[src/rtl/dcc_pkg.sv]
`default_nettype none

package dcc_pkg;

    // Field widths of the channels.
    localparam int unsigned DAY_COUNT_W = 32;
    localparam int unsigned MILLIS_W    = 32;
    localparam int unsigned YEAR_W      = 7;
    localparam int unsigned MONTH_W     = 4;
    localparam int unsigned MDAY_W      = 5;
    localparam int unsigned WEEKDAY_W   = 3;
    localparam int unsigned HOUR_W      = 5;
    localparam int unsigned MINUTE_W    = 6;
    localparam int unsigned SECOND_W    = 6;

    // Only the low bits of a time stamp matter once its range is checked.
    localparam int unsigned DAY_LOW_W = 16;
    localparam int unsigned MS_LOW_W  = 27;

    // Cycles spent in each of the date and time paths.
    localparam int unsigned PATH_LATENCY = 6;

    localparam logic [MILLIS_W-1:0]    MS_PER_DAY = 32'd86400000;
    localparam logic [DAY_COUNT_W-1:0] FIRST_DAY  = 32'd5844;
    localparam logic [DAY_COUNT_W-1:0] LAST_DAY   = 32'd42368;

    localparam logic [DAY_LOW_W-1:0] DAYS_PER_CYCLE = 16'd1461;
    localparam logic [DAY_LOW_W-1:0] DAYS_PER_WEEK  = 16'd7;
    localparam logic [10:0] END_YEAR0 = 11'd366;
    localparam logic [10:0] END_YEAR1 = 11'd731;
    localparam logic [10:0] END_YEAR2 = 11'd1096;

    // Reciprocals for exact division over the value ranges in use.
    localparam logic [15:0] RECIP_CYCLE = 16'd45934;      // /1461, shift 26
    localparam logic [16:0] RECIP_WEEK  = 17'd74899;      // /7, shift 19
    localparam logic [26:0] RECIP_MILLI = 27'd68719477;   // /1000, shift 36
    localparam logic [17:0] RECIP_MIN   = 18'd139811;     // /60 below 2^17, shift 23
    localparam logic [12:0] RECIP_HOUR  = 13'd4370;       // /60 below 2^11, shift 18

    typedef struct packed {
        logic [YEAR_W-1:0]    year_offset;
        logic [MONTH_W-1:0]   month_number;
        logic [MDAY_W-1:0]    day_of_month;
        logic [WEEKDAY_W-1:0] weekday_number;
    } date_t;

    typedef struct packed {
        logic [HOUR_W-1:0]   hour_value;
        logic [MINUTE_W-1:0] minute_value;
        logic [SECOND_W-1:0] second_value;
    } tod_t;

    // Day of year on which month idx (0 = January) begins.
    function automatic logic [8:0] month_start(input logic [3:0] idx, input logic leap);
        logic [8:0] base;
        begin
            unique case (idx)
                4'd0:    base = 9'd0;
                4'd1:    base = 9'd31;
                4'd2:    base = 9'd59;
                4'd3:    base = 9'd90;
                4'd4:    base = 9'd120;
                4'd5:    base = 9'd151;
                4'd6:    base = 9'd181;
                4'd7:    base = 9'd212;
                4'd8:    base = 9'd243;
                4'd9:    base = 9'd273;
                4'd10:   base = 9'd304;
                4'd11:   base = 9'd334;
                default: base = 9'd0;
            endcase
            if (leap && (idx >= 4'd2))
            begin
                base = base + 9'd1;
            end
            return base;
        end
    endfunction

endpackage

`default_nettype wire

[src/rtl/dcc_if.sv]
`default_nettype none

interface dcc_stamp_if;
    logic                             valid;
    logic                             ready;
    logic [dcc_pkg::DAY_COUNT_W-1:0]  day_count;
    logic [dcc_pkg::MILLIS_W-1:0]     millis_of_day;

    modport source (output valid, output day_count, output millis_of_day, input ready);
    modport sink   (input valid, input day_count, input millis_of_day, output ready);
endinterface

interface dcc_result_if;
    logic                           valid;
    logic                           ready;
    logic                           range_error;
    logic [dcc_pkg::YEAR_W-1:0]     year_offset;
    logic [dcc_pkg::MONTH_W-1:0]    month_number;
    logic [dcc_pkg::MDAY_W-1:0]     day_of_month;
    logic [dcc_pkg::WEEKDAY_W-1:0]  weekday_number;
    logic [dcc_pkg::HOUR_W-1:0]     hour_value;
    logic [dcc_pkg::MINUTE_W-1:0]   minute_value;
    logic [dcc_pkg::SECOND_W-1:0]   second_value;

    modport source (output valid, output range_error, output year_offset,
                    output month_number, output day_of_month, output weekday_number,
                    output hour_value, output minute_value, output second_value,
                    input ready);
    modport sink   (input valid, input range_error, input year_offset,
                    input month_number, input day_of_month, input weekday_number,
                    input hour_value, input minute_value, input second_value,
                    output ready);
endinterface

`default_nettype wire

[src/rtl/dcc_date_path.sv]
`default_nettype none

module dcc_date_path (
    input  logic                            clk,
    input  logic                            en,
    input  logic [dcc_pkg::DAY_LOW_W-1:0]   day_low,
    output dcc_pkg::date_t                  date
);
    import dcc_pkg::*;

    logic [DAY_LOW_W-1:0] rel1_reg, rel1_next, day1_reg;
    logic [DAY_LOW_W-1:0] rel2_reg, day2_reg;
    logic [4:0]           cyc2_reg, cyc2_next;
    logic [12:0]          wk2_reg, wk2_next;
    logic [4:0]           cyc3_reg;
    logic [10:0]          rest3_reg, rest3_next;
    logic [2:0]           wd3_reg, wd3_next;
    logic [4:0]           cyc4_reg;
    logic [1:0]           yic4_reg, yic4_next;
    logic [8:0]           yday4_reg, yday4_next;
    logic                 leap4_reg, leap4_next;
    logic [2:0]           wd4_reg;
    logic [YEAR_W-1:0]    year5_reg;
    logic [3:0]           mon5_reg, mon5_next;
    logic [8:0]           yday5_reg;
    logic                 leap5_reg;
    logic [2:0]           wd5_reg;
    date_t                date_reg, date_next;

    logic [31:0]          prod_cyc;
    logic [32:0]          prod_wk;
    logic [DAY_LOW_W-1:0] diff_cyc, diff_wk;
    logic [8:0]           mday_full;

    assign rel1_next = day_low - FIRST_DAY[DAY_LOW_W-1:0];

    always_comb
    begin
        prod_cyc  = 32'(rel1_reg) * 32'(RECIP_CYCLE);
        prod_wk   = 33'(day1_reg) * 33'(RECIP_WEEK);
        cyc2_next = prod_cyc[30:26];
        wk2_next  = prod_wk[31:19];
    end

    always_comb
    begin
        diff_cyc   = rel2_reg - (DAY_LOW_W'(cyc2_reg) * DAYS_PER_CYCLE);
        diff_wk    = day2_reg - (DAY_LOW_W'(wk2_reg) * DAYS_PER_WEEK);
        rest3_next = diff_cyc[10:0];
        // Day zero of the count was a Sunday, which is weekday seven.
        wd3_next   = (diff_wk[2:0] == 3'd0) ? 3'd7 : diff_wk[2:0];
    end

    // The first year of every four-year cycle is the leap year.
    always_comb
    begin
        priority if (rest3_reg < END_YEAR0)
        begin
            yic4_next  = 2'd0;
            yday4_next = rest3_reg[8:0];
            leap4_next = 1'b1;
        end
        else if (rest3_reg < END_YEAR1)
        begin
            yic4_next  = 2'd1;
            yday4_next = 9'(rest3_reg - END_YEAR0);
            leap4_next = 1'b0;
        end
        else if (rest3_reg < END_YEAR2)
        begin
            yic4_next  = 2'd2;
            yday4_next = 9'(rest3_reg - END_YEAR1);
            leap4_next = 1'b0;
        end
        else
        begin
            yic4_next  = 2'd3;
            yday4_next = 9'(rest3_reg - END_YEAR2);
            leap4_next = 1'b0;
        end
    end

    always_comb
    begin
        mon5_next = 4'd0;
        for (int i = 1; i < 12; i++)
        begin
            if (yday4_reg >= month_start(4'(i), leap4_reg))
            begin
                mon5_next = 4'(i);
            end
        end
    end

    always_comb
    begin
        mday_full                = yday5_reg - month_start(mon5_reg, leap5_reg) + 9'd1;
        date_next.year_offset    = year5_reg;
        date_next.month_number   = mon5_reg + 4'd1;
        date_next.day_of_month   = mday_full[MDAY_W-1:0];
        date_next.weekday_number = wd5_reg;
    end

    always_ff @(posedge clk)
    begin
        if (en)
        begin
            rel1_reg  <= rel1_next;
            day1_reg  <= day_low;
            rel2_reg  <= rel1_reg;
            day2_reg  <= day1_reg;
            cyc2_reg  <= cyc2_next;
            wk2_reg   <= wk2_next;
            cyc3_reg  <= cyc2_reg;
            rest3_reg <= rest3_next;
            wd3_reg   <= wd3_next;
            cyc4_reg  <= cyc3_reg;
            yic4_reg  <= yic4_next;
            yday4_reg <= yday4_next;
            leap4_reg <= leap4_next;
            wd4_reg   <= wd3_reg;
            year5_reg <= {cyc4_reg, yic4_reg};
            mon5_reg  <= mon5_next;
            yday5_reg <= yday4_reg;
            leap5_reg <= leap4_reg;
            wd5_reg   <= wd4_reg;
            date_reg  <= date_next;
        end
    end

    assign date = date_reg;

endmodule

`default_nettype wire

[src/rtl/dcc_time_path.sv]
`default_nettype none

module dcc_time_path (
    input  logic                          clk,
    input  logic                          en,
    input  logic [dcc_pkg::MS_LOW_W-1:0]  ms_low,
    output dcc_pkg::tod_t                 tod
);
    import dcc_pkg::*;

    logic [MS_LOW_W-1:0] ms1_reg;
    logic [16:0]         secs2_reg, secs2_next;
    logic [16:0]         secs3_reg;
    logic [10:0]         mt3_reg, mt3_next;
    logic [10:0]         mt4_reg;
    logic [HOUR_W-1:0]   hr4_reg, hr4_next;
    logic [SECOND_W-1:0] sec4_reg, sec4_next;
    logic [HOUR_W-1:0]   hr5_reg;
    logic [MINUTE_W-1:0] min5_reg, min5_next;
    logic [SECOND_W-1:0] sec5_reg;
    tod_t                tod_reg, tod_next;

    logic [53:0] prod_sec;
    logic [34:0] prod_mt;
    logic [23:0] prod_hr;
    logic [16:0] diff_sec;
    logic [10:0] diff_min;

    always_comb
    begin
        prod_sec   = 54'(ms1_reg) * 54'(RECIP_MILLI);
        secs2_next = prod_sec[52:36];
    end

    always_comb
    begin
        prod_mt  = 35'(secs2_reg) * 35'(RECIP_MIN);
        mt3_next = prod_mt[33:23];
    end

    always_comb
    begin
        diff_sec  = secs3_reg - (17'(mt3_reg) * 17'd60);
        sec4_next = diff_sec[SECOND_W-1:0];
        prod_hr   = 24'(mt3_reg) * 24'(RECIP_HOUR);
        hr4_next  = prod_hr[22:18];
    end

    always_comb
    begin
        diff_min  = mt4_reg - (11'(hr4_reg) * 11'd60);
        min5_next = diff_min[MINUTE_W-1:0];
    end

    always_comb
    begin
        tod_next.hour_value   = hr5_reg;
        tod_next.minute_value = min5_reg;
        tod_next.second_value = sec5_reg;
    end

    always_ff @(posedge clk)
    begin
        if (en)
        begin
            ms1_reg   <= ms_low;
            secs2_reg <= secs2_next;
            secs3_reg <= secs2_reg;
            mt3_reg   <= mt3_next;
            mt4_reg   <= mt3_reg;
            hr4_reg   <= hr4_next;
            sec4_reg  <= sec4_next;
            hr5_reg   <= hr4_reg;
            min5_reg  <= min5_next;
            sec5_reg  <= sec4_reg;
            tod_reg   <= tod_next;
        end
    end

    assign tod = tod_reg;

endmodule

`default_nettype wire

[src/rtl/day_count_to_calendar_core.sv]
// An accepted stamp beat runs through the path stages, then the output registers, to its result beat.
// Throughput: one beat per cycle unless the result side stalls; the date
// path, six stages of constant reciprocal multiplies, compares and a month
// table, sets the depth. A stall on the result side holds every stage in place.
// Reset (rst_n low, asynchronous) clears all valid bits; data is not reset.
`default_nettype none

module day_count_to_calendar_core (
    input  logic          clk,
    input  logic          rst_n,
    dcc_stamp_if.sink     stamp,
    dcc_result_if.source  result
);
    import dcc_pkg::*;

    logic                en;
    logic                err_next;
    logic [PATH_LATENCY-1:0] vld_reg;
    logic [PATH_LATENCY-1:0] err_reg;
    logic                out_valid_reg;
    logic                out_err_reg;
    date_t               date;
    date_t               out_date_reg;
    tod_t                tod;
    tod_t                out_tod_reg;

    assign en          = !out_valid_reg || result.ready;
    assign stamp.ready = en;

    assign err_next = (stamp.millis_of_day >= MS_PER_DAY) ||
                      (stamp.day_count < FIRST_DAY) ||
                      (stamp.day_count > LAST_DAY);

    dcc_date_path u_date (
        .clk     (clk),
        .en      (en),
        .day_low (stamp.day_count[DAY_LOW_W-1:0]),
        .date    (date)
    );

    dcc_time_path u_time (
        .clk    (clk),
        .en     (en),
        .ms_low (stamp.millis_of_day[MS_LOW_W-1:0]),
        .tod    (tod)
    );

    always_ff @(posedge clk or negedge rst_n)
    begin
        if (!rst_n)
        begin
            vld_reg       <= '0;
            out_valid_reg <= 1'b0;
        end
        else if (en)
        begin
            vld_reg       <= {vld_reg[PATH_LATENCY-2:0], stamp.valid};
            out_valid_reg <= vld_reg[PATH_LATENCY-1];
        end
    end

    // A failed range check zeroes every other field of the beat.
    always_ff @(posedge clk)
    begin
        if (en)
        begin
            err_reg     <= {err_reg[PATH_LATENCY-2:0], err_next};
            out_err_reg <= err_reg[PATH_LATENCY-1];
            out_date_reg <= err_reg[PATH_LATENCY-1] ? '0 : date;
            out_tod_reg  <= err_reg[PATH_LATENCY-1] ? '0 : tod;
        end
    end

    assign result.valid          = out_valid_reg;
    assign result.range_error    = out_err_reg;
    assign result.year_offset    = out_date_reg.year_offset;
    assign result.month_number   = out_date_reg.month_number;
    assign result.day_of_month   = out_date_reg.day_of_month;
    assign result.weekday_number = out_date_reg.weekday_number;
    assign result.hour_value     = out_tod_reg.hour_value;
    assign result.minute_value   = out_tod_reg.minute_value;
    assign result.second_value   = out_tod_reg.second_value;

endmodule

`default_nettype wire
[src/flat_wrapper.sv]
// flat-port wrapper written by rule: the top's interface ports become plain ports
module day_count_to_calendar_core_flat import dcc_pkg::*;
  (clk, rst_n, stamp_valid, stamp_day_count, stamp_millis_of_day, stamp_ready, result_valid, result_range_error, result_year_offset, result_month_number, result_day_of_month, result_weekday_number, result_hour_value, result_minute_value, result_second_value, result_ready);
  dcc_stamp_if stamp_i ();
  dcc_result_if result_i ();
  input  logic clk;
  input  logic rst_n;
  input wire logic [$bits(stamp_i.valid)-1:0] stamp_valid;
  input wire logic [$bits(stamp_i.day_count)-1:0] stamp_day_count;
  input wire logic [$bits(stamp_i.millis_of_day)-1:0] stamp_millis_of_day;
  output wire logic [$bits(stamp_i.ready)-1:0] stamp_ready;
  output wire logic [$bits(result_i.valid)-1:0] result_valid;
  output wire logic [$bits(result_i.range_error)-1:0] result_range_error;
  output wire logic [$bits(result_i.year_offset)-1:0] result_year_offset;
  output wire logic [$bits(result_i.month_number)-1:0] result_month_number;
  output wire logic [$bits(result_i.day_of_month)-1:0] result_day_of_month;
  output wire logic [$bits(result_i.weekday_number)-1:0] result_weekday_number;
  output wire logic [$bits(result_i.hour_value)-1:0] result_hour_value;
  output wire logic [$bits(result_i.minute_value)-1:0] result_minute_value;
  output wire logic [$bits(result_i.second_value)-1:0] result_second_value;
  input wire logic [$bits(result_i.ready)-1:0] result_ready;
  assign stamp_i.valid = stamp_valid;
  assign stamp_i.day_count = stamp_day_count;
  assign stamp_i.millis_of_day = stamp_millis_of_day;
  assign stamp_ready = stamp_i.ready;
  assign result_valid = result_i.valid;
  assign result_range_error = result_i.range_error;
  assign result_year_offset = result_i.year_offset;
  assign result_month_number = result_i.month_number;
  assign result_day_of_month = result_i.day_of_month;
  assign result_weekday_number = result_i.weekday_number;
  assign result_hour_value = result_i.hour_value;
  assign result_minute_value = result_i.minute_value;
  assign result_second_value = result_i.second_value;
  assign result_i.ready = result_ready;
  day_count_to_calendar_core u_core (.clk(clk), .rst_n(rst_n), .stamp(stamp_i), .result(result_i));
endmodule
[config.mk]
export PLATFORM = sky130hd
export DESIGN_NAME = day_count_to_calendar_core_flat
export DESIGN_NICKNAME = d
export VERILOG_FILES = /design/src/rtl/dcc_pkg.sv /design/src/rtl/dcc_if.sv /design/src/rtl/dcc_date_path.sv /design/src/rtl/dcc_time_path.sv /design/src/rtl/day_count_to_calendar_core.sv /design/src/flat_wrapper.sv
export SDC_FILE = /design/constraint.sdc
export NUM_CORES = 2
export LEC_CHECK = 0
export ABC_AREA = 1
export BUFFER_PORTS_ARGS = -buffer_cell sky130_fd_sc_hd__buf_2
export CAP_MARGIN = 40
export CORE_UTILIZATION = 54
export CTS_CLUSTER_DIAMETER = 50
export CTS_CLUSTER_SIZE = 28
export DETAILED_ROUTE_END_ITERATION = 8
export GPL_ROUTABILITY_DRIVEN = 0
export GPL_TIMING_DRIVEN = 0
export PLACE_DENSITY = 0.78
export RECOVER_POWER = 50
export SYNTH_ARGS = -nofsm -noshare
export SYNTH_HDL_FRONTEND = slang
export SYNTH_SLANG_ARGS = --single-unit
[constraint.sdc]
create_clock -name clk -period 20.1 [get_ports clk]
set_input_delay 6.03 -clock clk [delete_from_list [all_inputs] [get_ports clk]]
set_output_delay 6.03 -clock clk [all_outputs]
set_load 0.02 [all_outputs]
# Yosys cells after proc, flatten, opt, wreduce, memory -nomap -nowiden

Memory sizes are Yosys's and may differ from the RTL's.
Index checks and enable logic that the tools add are counted.

Input port bits: 68
Logic and storage cells: 126
Flip-flop bits (word level): 304
Memory bits (read-only): 144
Memories: 1

Memories:

| name             | words | width | read ports | clocked after memory_dff | write ports | line          | RTL |
|---|---|---|---|---|---|---|---|
| (name not given) | 16    | 9     | 1          | 0                        | 0           | dcc_pkg.sv:57 | `unique case (idx)` |

Reductions and logical operators: 9
Add/sub/neg operators: 12
Mux-type cells: 27
$mul: 9
Magnitude comparators: 18

Operators with widths:

| cell                                                                               | count |
|---|---|
| 27-bit by 27-bit multiplier with 53-bit output (second input constant)             | 1 |
| 9-bit by 8-bit >= comparator with 1-bit output                                     | 4 |
| 17-bit by 18-bit multiplier with 34-bit output (second input constant)             | 1 |
| 32-bit by 27-bit >= comparator with 1-bit output (second input constant)           | 1 |
| 32-bit by 16-bit greater-than comparator with 1-bit output (second input constant) | 1 |
| 32-bit by 13-bit less-than comparator with 1-bit output (second input constant)    | 1 |
| 16-bit by 17-bit multiplier with 32-bit output (second input constant)             | 1 |
| 16-bit by 15-bit multiplier with 30-bit output (second input constant)             | 1 |
| 4-bit two-way mux                                                                  | 7 |
| 9-bit >= comparator                                                                | 3 |
| 9-bit two-way mux                                                                  | 3 |
| 11-bit by 12-bit multiplier with 22-bit output (second input constant)             | 1 |
| 9-bit by 7-bit >= comparator with 1-bit output                                     | 2 |
| 16-bit by 13-bit subtractor with 16-bit output (second input constant)             | 1 |
| 13-bit by 3-bit multiplier with 3-bit output (second input constant)               | 1 |
| 6-bit subtractor                                                                   | 2 |
| 11-bit by 10-bit less-than comparator with 1-bit output (second input constant)    | 1 |
| 11-bit less-than comparator (second input constant)                                | 1 |
| 11-bit by 9-bit less-than comparator with 1-bit output (second input constant)     | 1 |
| 11-bit by 4-bit multiplier with 4-bit output (second input constant)               | 1 |
| 5-bit by 11-bit multiplier with 11-bit output (second input constant)              | 1 |
| 11-bit subtractor                                                                  | 1 |
| 5-bit by 1-bit adder with 5-bit output (second input constant)                     | 2 |
| 1-bit two-way mux                                                                  | 10 |
| 19 further kinds                                                                   | 26 |

# Longest topological paths before layout

Depth in word-level cells: 11
Gate-level depth with buffers: 26

# Hierarchy

Synthesis repeated with hierarchy kept, for this count alone.

Cell total of the unflattened synthesis: 3996
Area, all modules: 37355.8 sq um

By module, submodules not included:

| module                     | instances | seq. area each (sq um) | cells each | area an instance (sq um) |
|---|---|---|---|---|
| dcc_time_path              | 1         | 3363.2                 | 2296       | 20677.3 |
| dcc_date_path              | 1         | 3843.7                 | 1472       | 14478.9 |
| day_count_to_calendar_core | 1         | 1466.4                 | 228        | 2199.6 |

# Least setup slack after synthesis

No wires, ideal clock.

Path kind: input to output
Start: in result_ready
End: out stamp_ready
Data arrival time: 14.123 ns
Stages: 3
Required time: 14.070 ns
Setup slack: -0.053 ns
Cell sequence: inv_1 > nand2_1 > clkbuf_1

Longest elaborated chain between the ends: 1

Ends and longest elaborated chain:

| element            | line                             | RTL |
|---|---|---|
| start: declaration | flat_wrapper.sv:21               | `input wire logic [$bits(result_i.ready)-1:0] result_ready;` |
| 1-bit logical OR   | day_count_to_calendar_core.sv:27 | `assign en = !out_valid_reg \|\| result.ready;` |
| end: declaration   | flat_wrapper.sv:11               | `output wire logic [$bits(stamp_i.ready)-1:0] stamp_ready;` |

No other way between the ends.

# Worst setup path in the final report

Ends and elaborated chain as after synthesis.

==> out/metrics.yaml <==
muxShareOfSynthArea_pct: 0.06067
slew_headroom_pct: -149.8
final_util_pct: 59.24
cts.sink_count: 290
fill_cells: 5476
port_buffers: 106
ys_warn_count: 0
area_delta_synth_final_pct: 7.924
synth_area_mm2: 0.03712
layout-drive-gt1-share_pct: 5.139
post-cts-setup-buffer-count: 0
layout_common_cells: "1066 x inv_1, 706 x ha_1, 524 x nand2_1"
root_buffer: "clkbuf_16"
critPathCaptureType: "output port"
grt_max_degree: 119
use_met1_pct: 30.82
ctsHoldBuffers: 0
slew_violations: 61
dpl-instance-area_mm2: 0.03883
grt_pass1_vias: 27160
cp.required_ns: 14.07
synth-xor-area-share_pct: 1.958
violations: "capacitance limit, slew limit"
clkLatencyLatePin_ns: 0.57
ff_latch_area_mm2: 0.008673
htree_levels: 2
cts_buffers: 36
wl_um: 78770
drtIter0Drc: 1791
start_util_pct: 54.89
num_vias: 26110
dieArea_mm2: 0.06980
die_y_um: 264.2
coreArea_mm2: 0.06763
met3_usage_pct: 4.763
netlist_instances: 3930
cts_resized: 0
use_met2_pct: 39.79
path_class: "in2out"
cts_tree: "built"
status: "finished with violations"
critPathLaunchType: "input port"
setup_tns_ns: 0
hold_violations: 0
die_x_um: 264.2
rsz0062_at_grt: "no"
max_freq_mhz: 64.40
whs_ns: 0.4120
fin_nets: 5279
gr-total-overflow: 0
ys_ff_latch: 290
maxCapViolCount: 1
synth_top_family_by_area: "adder cells"
fin_worst_skew_ns: 0.02944
final_antenna_net_count: 0
track_usage_pct: 23.64
antennaDiodeCount: 0
rows: 95
clkSlewWorstSetupHoldPaths_ns: 0.08
finalSetupViolations: 0
yosysUniqueCellTypes: 55
design.portCount: 107
clockBufferDepth: 3
period_share_pct: 77.26
drt-vias-per-instance: 5.244
routedWlPerCell_um: 15.82
grt-busiest-layer: "met2"
finalCriticalPeriod_ns: 15.53
final_common_cell: "inv_1"
antenna_found_initial: 0
synth_fa_ha_area_share_pct: 46.82
drtPass1Iterations: 6
drc: 0
avgSynthCellArea_um2: 9.446
hold_class: "reg2reg"
synth-simple-area-share_pct: 11.18
synth-compound-area-share_pct: 5.453
dp_hpwl_um: 66940
largest_reg_flops: 27
worst_pin_slew_ns: 3.747
worstPathArrival_ns: 9.50
multiInputGateArea_mm2: 0.02427
worstPathMaxFanout: 62
stdcell_area_mm2: 0.04006
ys_seq_area_share_pct: 23.36
syn-num-nets: 5131
grt_pass1_wl_um: 131400
[path summary, 6_finish.rpt]
kind | from | cells past startpoint | endpoint | slack (ns)
worst max-delay path | result_ready | 5 | stamp_ready | 4.57
worst min-delay path | u_core.u_date.cyc3_reg[4] | 0 | u_core.u_date.cyc4_reg[4] | 0.41
worst max register to register | u_core.u_time.ms1_reg[7] | 17 | u_core.u_time.secs2_reg[0] | 13.93
worst min register to register | u_core.u_date.cyc3_reg[4] | 0 | u_core.u_date.cyc4_reg[4] | 0.41
max in group asynchronous | rst_n | 1 | u_core.result.valid | 14.47
min in group asynchronous | rst_n | 1 | u_core.vld_reg[3] | 5.36
[stage by stage]
| step | worst slack, ns | instances |
|---|---|---|
| 2_1_floorplan | 4.169 | 3930 |
| 3_3_place_gp | 1.942 | 4909 |
| 3_5_place_dp | 6.965 | 4913 |
| 4_1_cts | 6.941 | 4979 |
| 5_1_grt | 4.202 | 4979 |
| 6_report | 4.571 | 4979 |
[critical path: stages]
cell,delay (ns)
buf_2,0.08
inv_1,0.03
nand2_1,0.12
clkbuf_1,2.65
buf_2,0.53
[final cells by class]
cell class              instances  area share [%]
repair buffers                110           1.387
flip-flops and latches        290           21.65
plain buffers                  12          0.1718
clock buffers                  38           2.267
inverters                    1083           10.15
well taps                     873           2.726
clock inverters                28           1.074
multi-input cells            2545           60.57
[kinds of logic (layout without fill, tap and decap cells)]
logic type,count (synthesis),in the layout
AOI/OAI and AO/OA,359,359
DFF,290,290
and+or+nand+nor,968,968
buffers and inverters,1095,1271
xor gates and xnor gates,83,83
adders and majority gates,1133,1133
muxes,2,2
[metal layers]
metal / routed length (um) / up-vias
met5: 0 / -
li1: - / 12740
met1: 33780 / 12410
met3: 5818 / 158
met4: 2255 / 0
met2: 36910 / 804
[cell usage after synthesis (all sizes together)]
master	instances	area share, %
inv	1082	11
ha	706	24
nand2	534	5.5
fa	427	23
edfxtp	283	23
nor2	218	2.3
a21oi	165	2.2
nand3	115	1.6
o21ai	111	1.6
xor2	49	1.2
nand4	39	0.66
xnor2	34	0.80
nor3	30	0.52
o21bai	21	0.42
a21o	18	0.36
nor4	16	0.30
a31oi	12	0.20
o21a	9	0.18
dfrtp	7	0.47
buf	6	0.14
clkbuf	6	0.061
nand3b	6	0.12
o211ai	6	0.12
or2	6	0.10
a21boi	4	0.081
a211oi	3	0.061
and2	2	0.034
mux2	2	0.061
o2111ai	2	0.047
o22ai	2	0.034
a22oi	1	0.020
a31o	1	0.024
a41oi	1	0.024
and3	1	0.017
clkinv	1	0.010
nor3b	1	0.034
o221ai	1	0.024
o2bb2ai	1	0.024
o31ai	1	0.020
Power is not shown: default switching activity piles up to over one toggle a cycle in this logic, so the estimate is an artifact.
